--- config.mk ---
export PLATFORM = sky130hd
export DESIGN_NAME = hfr_ctrl
export DESIGN_NICKNAME = d
export VERILOG_FILES = /design/src/design/hfr_pkg.sv /design/src/design/hfr_ctrl.sv
export SDC_FILE = /design/constraint.sdc
export NUM_CORES = 1
export LEC_CHECK = 0
export BUFFER_PORTS_ARGS = -buffer_cell sky130_fd_sc_hd__buf_4
export CAP_MARGIN = 20
export CORE_AREA = 2 2 39 41
export DETAILED_ROUTE_END_ITERATION = 8
export DIE_AREA = 0 0 41 43
export GPL_TIMING_DRIVEN = 0
export PLACE_DENSITY_LB_ADDON = 0.25
export SYNTH_ARGS = -nofsm -noshare
export SYNTH_HDL_FRONTEND = slang
export SYNTH_SLANG_ARGS = --single-unit
--- constraint.sdc ---
create_clock -name clk -period 1 [get_ports clk]
set_input_delay 0.05 -clock clk [delete_from_list [all_inputs] [get_ports clk]]
set_output_delay 0.05 -clock clk [all_outputs]
set_load 0.02 [all_outputs]
--- src/design/hfr_pkg.sv ---
// Shared types and constants for the horizontal FIR resampler.
// No dependencies; used by every module of the block but hfr_ram.
package hfr_pkg;

  // Default sizes
  localparam int MAX_SOURCE_WIDTH_DEF = 2048;
  localparam int MAX_OUTPUT_WIDTH_DEF = 1024;
  localparam int MAX_TAPS_DEF         = 16;

  // Field widths
  localparam int CMD_W     = 2;
  localparam int INDEX_W   = 10;
  localparam int TAPIDX_W  = 4;
  localparam int START_W   = 11;
  localparam int COEF_W    = 18;
  localparam int SRCPOS_W  = 11;
  localparam int PIXEL_W   = 8;
  localparam int TAPCNT_W  = 5;
  localparam int PROD_W    = PIXEL_W + 1 + COEF_W;

  localparam logic [TAPCNT_W-1:0] TAP_COUNT_RESET = 5'd4;
  localparam int Q16_HALF = 32768;

  // Register index
  localparam logic REG_TAP_COUNT = 1'b0;

  typedef enum logic [CMD_W-1:0] {
    CMD_START   = 2'd0,
    CMD_COEF    = 2'd1,
    CMD_PIXEL   = 2'd2,
    CMD_COMPUTE = 2'd3
  } hfr_op_t;

  // Controller to datapath
  typedef struct packed {
    logic start;     // compute request taken: latch index, clear acc
    logic issue;     // read one tap
    logic load_out;  // move result into output register
  } hfr_ctl_t;

  // Datapath to controller
  typedef struct packed {
    logic taps_zero;
    logic last_tap;
    logic out_busy;
  } hfr_sts_t;

endpackage

--- src/design/hfr_ctrl.sv ---
// Sequencer for the resampler: accepts requests, steps the tap loop.
// Depends on hfr_pkg.
module hfr_ctrl (
  input  logic              clk,
  input  logic              rst_n,
  input  logic              in_fire,
  input  hfr_pkg::hfr_op_t  op,
  input  hfr_pkg::hfr_sts_t sts,
  output hfr_pkg::hfr_ctl_t ctl,
  output logic              idle
);
  import hfr_pkg::*;

  typedef enum logic [4:0] {
    S_IDLE   = 5'b00001,
    S_TAPS   = 5'b00010,
    S_DRAIN1 = 5'b00100,
    S_DRAIN2 = 5'b01000,
    S_DONE   = 5'b10000
  } hfr_state_t;

  hfr_state_t state_r, state_nxt;

  always_comb begin
    state_nxt    = state_r;
    ctl          = '0;
    unique case (state_r)
      S_IDLE: begin
        if (in_fire && op == CMD_COMPUTE) begin
          ctl.start = 1'b1;
          state_nxt = sts.taps_zero ? S_DRAIN1 : S_TAPS;
        end
      end
      S_TAPS: begin
        ctl.issue = 1'b1;
        if (sts.last_tap) begin
          state_nxt = S_DRAIN1;
        end
      end
      S_DRAIN1: state_nxt = S_DRAIN2;
      S_DRAIN2: state_nxt = S_DONE;
      S_DONE: begin
        if (!sts.out_busy) begin
          ctl.load_out = 1'b1;
          state_nxt    = S_IDLE;
        end
      end
      default: state_nxt = S_IDLE;
    endcase
  end

  always_ff @(posedge clk) begin
    if (!rst_n) begin
      state_r <= S_IDLE;
    end else begin
      state_r <= state_nxt;
    end
  end

  assign idle = (state_r == S_IDLE);

endmodule

==> results of run 1 <==
## cell usage after synthesis
cell type  count
nor2_1         6
dfxtp_1        5
inv_1          3
nand3_1        2
nand3b_1       2
nor3_1         2
nor3_2         2
a21oi_1        1
a22oi_1        1
a2bb2oi_1      1
a41oi_2        1
and3b_4        1
and4b_1        1
buf_2          1
mux2i_1        1
nand2b_4       1
o31ai_1        1
or2b_1         1
or4_1          1
or4b_1         1
xor2_1         1
## critical path, cell delays in order, from the launching register on
cell	delay, ns
dfxtp_4	0.36
nor3_4	0.18
and3b_4	0.22
buf_6	0.11
## kinds of logic after synthesis
| family | synth area share (%) |
|---|---|
| AND/OR/NAND/NOR | 43.5 |
| AO/OA/AOI/OAI | 14.1 |
| XOR/XNOR | 2.75 |
| flip-flops | 31.4 |
| multiplexers | 3.14 |
| buffers and inverters | 5.10 |
## routing by layer
| metal | vias to the layer above | GRT usage, % |
|---|---|---|
| met3 | 0 | 9.95 |
| met5 | - | 0 |
| met1 | 160 | 18.8 |
| li1 | 180 | - |
| met4 | 0 | 2.00 |
| met2 | 8 | 21.3 |
## report_power, final
part	leakage [nW]	switching [mW]	total (mW)	internal, mW
clock	0.0150	0.0769	0.227	0.150
combinational	0.200	0.170	0.398	0.228
sequential	0.0435	0.0437	0.267	0.224
total	0.259	0.290	0.892	0.602
## metrics by stage
stage	hold WS, ns	cell area [um^2]
after CTS	0.0587	592
final	0.0716	612
after global routing	0.0706	612
after global placement	0.308	438
after detailed placement	0.319	438
after floorplan	0.198	335
## what timing repair did
item	in CTS	in global routing
pin swaps	6	4
gates resized for setup	16	5
endpoints found under the setup margin	9	9
setup buffers	9	2
## final cells by class
cell class | count | area (um^2)
tap | 16 | 20.0
inverter | 3 | 11.3
timing repair buffer | 22 | 180
sequential | 5 | 116
fill | 144 | 772
clock buffer | 4 | 26.3
multi-input combinational | 27 | 258
## worst paths after layout
path | start | to | slack (ns) | depth (start not counted)
max | state_r[2] | ctl[1] | -0.15 | 3
min | sts[2] | state_r[2] | 0.07 | 3
max reg2reg | state_r[3] | state_r[3] | -0.13 | 5
min reg2reg | state_r[4] | state_r[4] | 0.55 | 2
==> impl_metrics.py, run 1 <==
metrics = {
    "outcome": {
        "status": "complete, but fails checks",
        "violations": "setup timing",
    },
    "power_and_ir_drop": {
        "max-vdd-ir-drop_mv": 0.904,
        "pwr_density_cell_nw_per_um2": 1460,
        "leakagePower_nw": 0.259,
        "finalPower_mw": 0.892,
    },
    "synthesis": {
        "ys_warn_count": 0,
        "synth_largest_area_cell": "dfxtp_1",
        "synthDistinctLibCells": 21,
        "syn_nets": 44,
        "synth_area_um2": 319,
        "ys_ff_latch": 5,
        "ys_seq_area_share_pct": 31.4,
        "synth_cells": 36,
        "synth.avg_cell_area_um2": 8.86,
        "synth_top_area_share_pct": 31.4,
        "yosys-top-cells-area": "dfxtp_1, nor2_1, nor3_2",
    },
    "global_routing": {
        "grt_first_pass_wirelength_mm": 1.72,
        "first_global_vias": 362,
        "grt_max_degree": 9,
        "track_usage_pct": 14.9,
        "antenna_found_initial": 0,
        "overflow": 0,
    },
    "route": {
        "top_layer": "met3",
        "wl_met3_um": 58,
        "wirelength_met1_um": 336,
        "wl_per_cell_um": 11.5,
        "drtAntennaViolNets": 0,
        "firstDrtPassIters": 3,
        "wl_met2_um": 489,
        "viasPerCell": 4.52,
        "drc_errors": 0,
        "wl_um": 884,
        "vias": 348,
        "drt_iter0_markers": 5,
    },
    "clocking": {
        "numCtsBuffers": 3,
        "clockRootBuffer": "clkbuf_4",
        "clkLatencyLatePin_ns": 0.24,
        "cts_tree": "yes",
        "clkTransAtPathRegs_ns": 0.04,
        "cts.sinks": 5,
        "cts.path.max_buffers": 2,
        "h-tree-depth": 1,
        "hold_buffers": 0,
    },
    "sta": {
        "period_needed_ns": 1.15,
        "clock_skew_ns": 0.00493,
        "setup_ws_ns": -0.151,
        "finalSetupViolations": 9,
        "slew_headroom_pct": 80.7,
        "worst_pin_slew_ns": 0.290,
        "fmax_ghz": 0.869,
        "report.final.slew_viol_count": 0,
        "timing.final.crit_share_pct": 115,
        "setup_tns_ns": -1.03,
        "rsz0062_at_grt": "true",
        "final_hold_viol_count": 0,
    },
    "die": {
        "core_um2": 1380,
        "io_pins": 12,
        "dieHeight_um": 43,
        "start_util_pct": 23.1,
        "num_rows": 14,
        "dieArea_um2": 1760,
        "die_x_um": 41,
    },
    "finish": {
        "top_register": "state_r",
        "largest_reg_flops": 5,
        "reg_top3": "state_r: 5 flops",
        "post-route-util_pct": 44.2,
        "drive_above_1_share_pct": 73.8,
        "layout_commonest_cell": "buf_4",
        "final_cell_mix": "buf_4, buf_6, dfxtp_4",
        "areaGrowthSynthToFinish_pct": 91.8,
        "stdcell_count": 77,
        "diodes": 0,
        "final_nets": 70,
    },
    "worst_setup_path": {
        "critical_path_peak_fanout": 4,
        "arrival_ns": 1.10,
        "path_class": "register to primary output",
        "worstSetupEndpointType": "primary output",
        "critical_path.startpoint_type": "register",
        "required_ns": 0.95,
    },
    "hold_path": {
        "hold_path_class": "input pin to register",
    },
    "place": {
        "dp_slack_ns": -0.135,
        "dp_hpwl_um": 582,
        "place.gp.congestion": 0.730,
        "io_buffers": 11,
        "dpl.cell_count": 63,
    },
    "job": {
        "maxCapViolations": 0,
    },
}
(Power assumes the default switching activity.)
==> run 2: changes to the inputs <==
--- a/config.mk
+++ b/config.mk
@@ -5,7 +5,7 @@
 export SDC_FILE = /design/constraint.sdc
 export NUM_CORES = 1
 export LEC_CHECK = 0
-export BUFFER_PORTS_ARGS = -buffer_cell sky130_fd_sc_hd__buf_4
+export BUFFER_PORTS_ARGS = -buffer_cell sky130_fd_sc_hd__buf_2
 export CAP_MARGIN = 20
 export CORE_AREA = 2 2 39 41
 export DETAILED_ROUTE_END_ITERATION = 8
==> constraint.sdc (replaced) <==
create_clock -name clk -period 1.3 [get_ports clk]
set_input_delay 0.065 -clock clk [delete_from_list [all_inputs] [get_ports clk]]
set_output_delay 0.065 -clock clk [all_outputs]
set_load 0.02 [all_outputs]
==> impl_metrics.py, run 2 (same netlist as run 1, synthesis figures left out) <==
metrics = {
    "outcome": {
        "status": "finished clean",
    },
    "sta": {
        "slew_headroom_pct": 84.0,
        "fin_hold_ws_ns": 0.0882,
        "report.final.slew_viol_count": 0,
        "setup_ws_ns": 0.0849,
        "fmax_ghz": 0.823,
        "final_hold_viol_count": 0,
        "clock_skew_ns": 0.00425,
        "period_needed_ns": 1.22,
        "worst_pin_slew_ns": 0.241,
        "finalSetupViolations": 0,
        "timing.final.crit_share_pct": 93.5,
    },
    "global_routing": {
        "grt_max_degree": 9,
        "grt_first_pass_wirelength_mm": 1.19,
        "antenna_found_initial": 0,
        "track_usage_pct": 10.3,
        "overflow": 0,
        "first_global_vias": 296,
    },
    "power_and_ir_drop": {
        "max-vdd-ir-drop_mv": 0.579,
        "leakagePower_nw": 0.198,
        "pwr_density_cell_nw_per_um2": 1200,
    },
    "worst_setup_path": {
        "critical_path.startpoint_type": "register",
        "cp_slowest_stage_delay_ns": 0.35,
        "crit_slowest_cell": "dfxtp_2",
        "required_ns": 1.24,
        "critical_path_peak_fanout": 5,
        "arrival_ns": 1.15,
        "worstSetupEndpointType": "primary output",
        "crit_chain": "nor3_2, and3b_4, buf_4",
        "path_class": "register to primary output",
    },
    "finish": {
        "areaGrowthSynthToFinish_pct": 44.3,
        "post-route-util_pct": 33.3,
        "top_register": "state_r",
        "final_cell_mix": "buf_2, nor2_1, buf_4, dfxtp_2",
        "regArea_um2": 105,
        "largest_reg_flops": 5,
        "diodes": 0,
        "reg_top3": "state_r: 5 flops",
        "multi_input_area_um2": 218,
        "layout_commonest_cell": "buf_2",
        "drive_above_1_share_pct": 54.7,
        "fill_cells": 151,
        "final_nets": 62,
    },
    "clocking": {
        "clkTransAtPathRegs_ns": 0.04,
        "numCtsBuffers": 3,
        "hold_buffers": 0,
        "cts.path.max_buffers": 2,
        "clkLatencyLatePin_ns": 0.24,
        "clockRootBuffer": "clkbuf_4",
        "cts_tree": "yes",
        "h-tree-depth": 1,
        "cts.sinks": 5,
    },
    "route": {
        "vias": 327,
        "drtAntennaViolNets": 0,
        "firstDrtPassIters": 3,
        "wl_per_cell_um": 10.3,
        "wl_um": 713,
        "drt_iter0_markers": 2,
        "viasPerCell": 4.74,
        "drc_errors": 0,
    },
    "job": {
        "maxCapViolations": 0,
    },
    "die": {
        "dieArea_um2": 1760,
        "core_um2": 1380,
        "die_x_um": 41,
        "dieHeight_um": 43,
        "io_pins": 12,
        "num_rows": 14,
        "start_util_pct": 23.1,
    },
    "place": {
        "dp_hpwl_um": 537,
        "place.gp.congestion": 0.720,
        "dp_slack_ns": 0.152,
        "io_buffers": 11,
    },
    "hold_path": {
        "hold_path_class": "input pin to register",
    },
}
## run 2: through the flow
step / std cells / setup TNS (ns) / instance area, um^2 / power [mW]
4_1_cts: 68 / 0 / 437 / 0.555
3_3_place_gp: 63 / 0 / 394 / 0.361
6_report: 69 / 0 / 460 / 0.554
5_1_grt: 69 / -0.0160 / 460 / 0.596
3_5_place_dp: 63 / 0 / 394 / 0.362
2_1_floorplan: 36 / 0 / 319 / 0.313
## run 2: path summary, 6_finish.rpt
kind / endpoint / startpoint / cells past startpoint / slack, ns
max reg2reg: state_r[3] / state_r[1] / 5 / 0.11
max: ctl[1] / state_r[2] / 3 / 0.08
min: state_r[2] / sts[2] / 3 / 0.09
min reg2reg: state_r[3] / state_r[3] / 1 / 0.52
## run 2: worst max-delay path, delay by kind of cell (launching register included)
family / cells / cell delay (ns)
AND/OR/NAND/NOR: 2 / 0.42
flip-flops: 1 / 0.35
buffers and inverters: 1 / 0.14
## run 2: timing repair
item | 4_1_cts | 5_1_grt
endpoints found under the setup margin | 4 | 3
buffers inserted | 1 | 2
gates resized for setup | 4 | 5
pin swaps | 1 | 2
## run 2: layout make-up
type,count,share of cell area [%]
Multi-Input combinational cell,27,47.3
Inverter,3,2.45
Timing Repair Buffer,14,17.4
Sequential cell,5,22.8
Tap cell,16,4.35
Clock buffer,4,5.71
## run 2: report_power, final
| part | leakage [nW] | total, mW | switching [mW] | internal (mW) |
|---|---|---|---|---|
| combinational | 0.142 | 0.175 | 0.0910 | 0.0841 |
| clock | 0.0150 | 0.175 | 0.0594 | 0.116 |
| sequential | 0.0417 | 0.203 | 0.0318 | 0.171 |
| total | 0.198 | 0.554 | 0.182 | 0.371 |
## run 2: routing by layer
layer | up-vias | wire length [um] | global-route usage [%]
li1 | 168 | - | -
met5 | - | 0 | 0
met1 | 151 | 294 | 11.9
met2 | 8 | 367 | 15.0
met4 | 0 | 0 | 0
met3 | 0 | 51 | 9.42
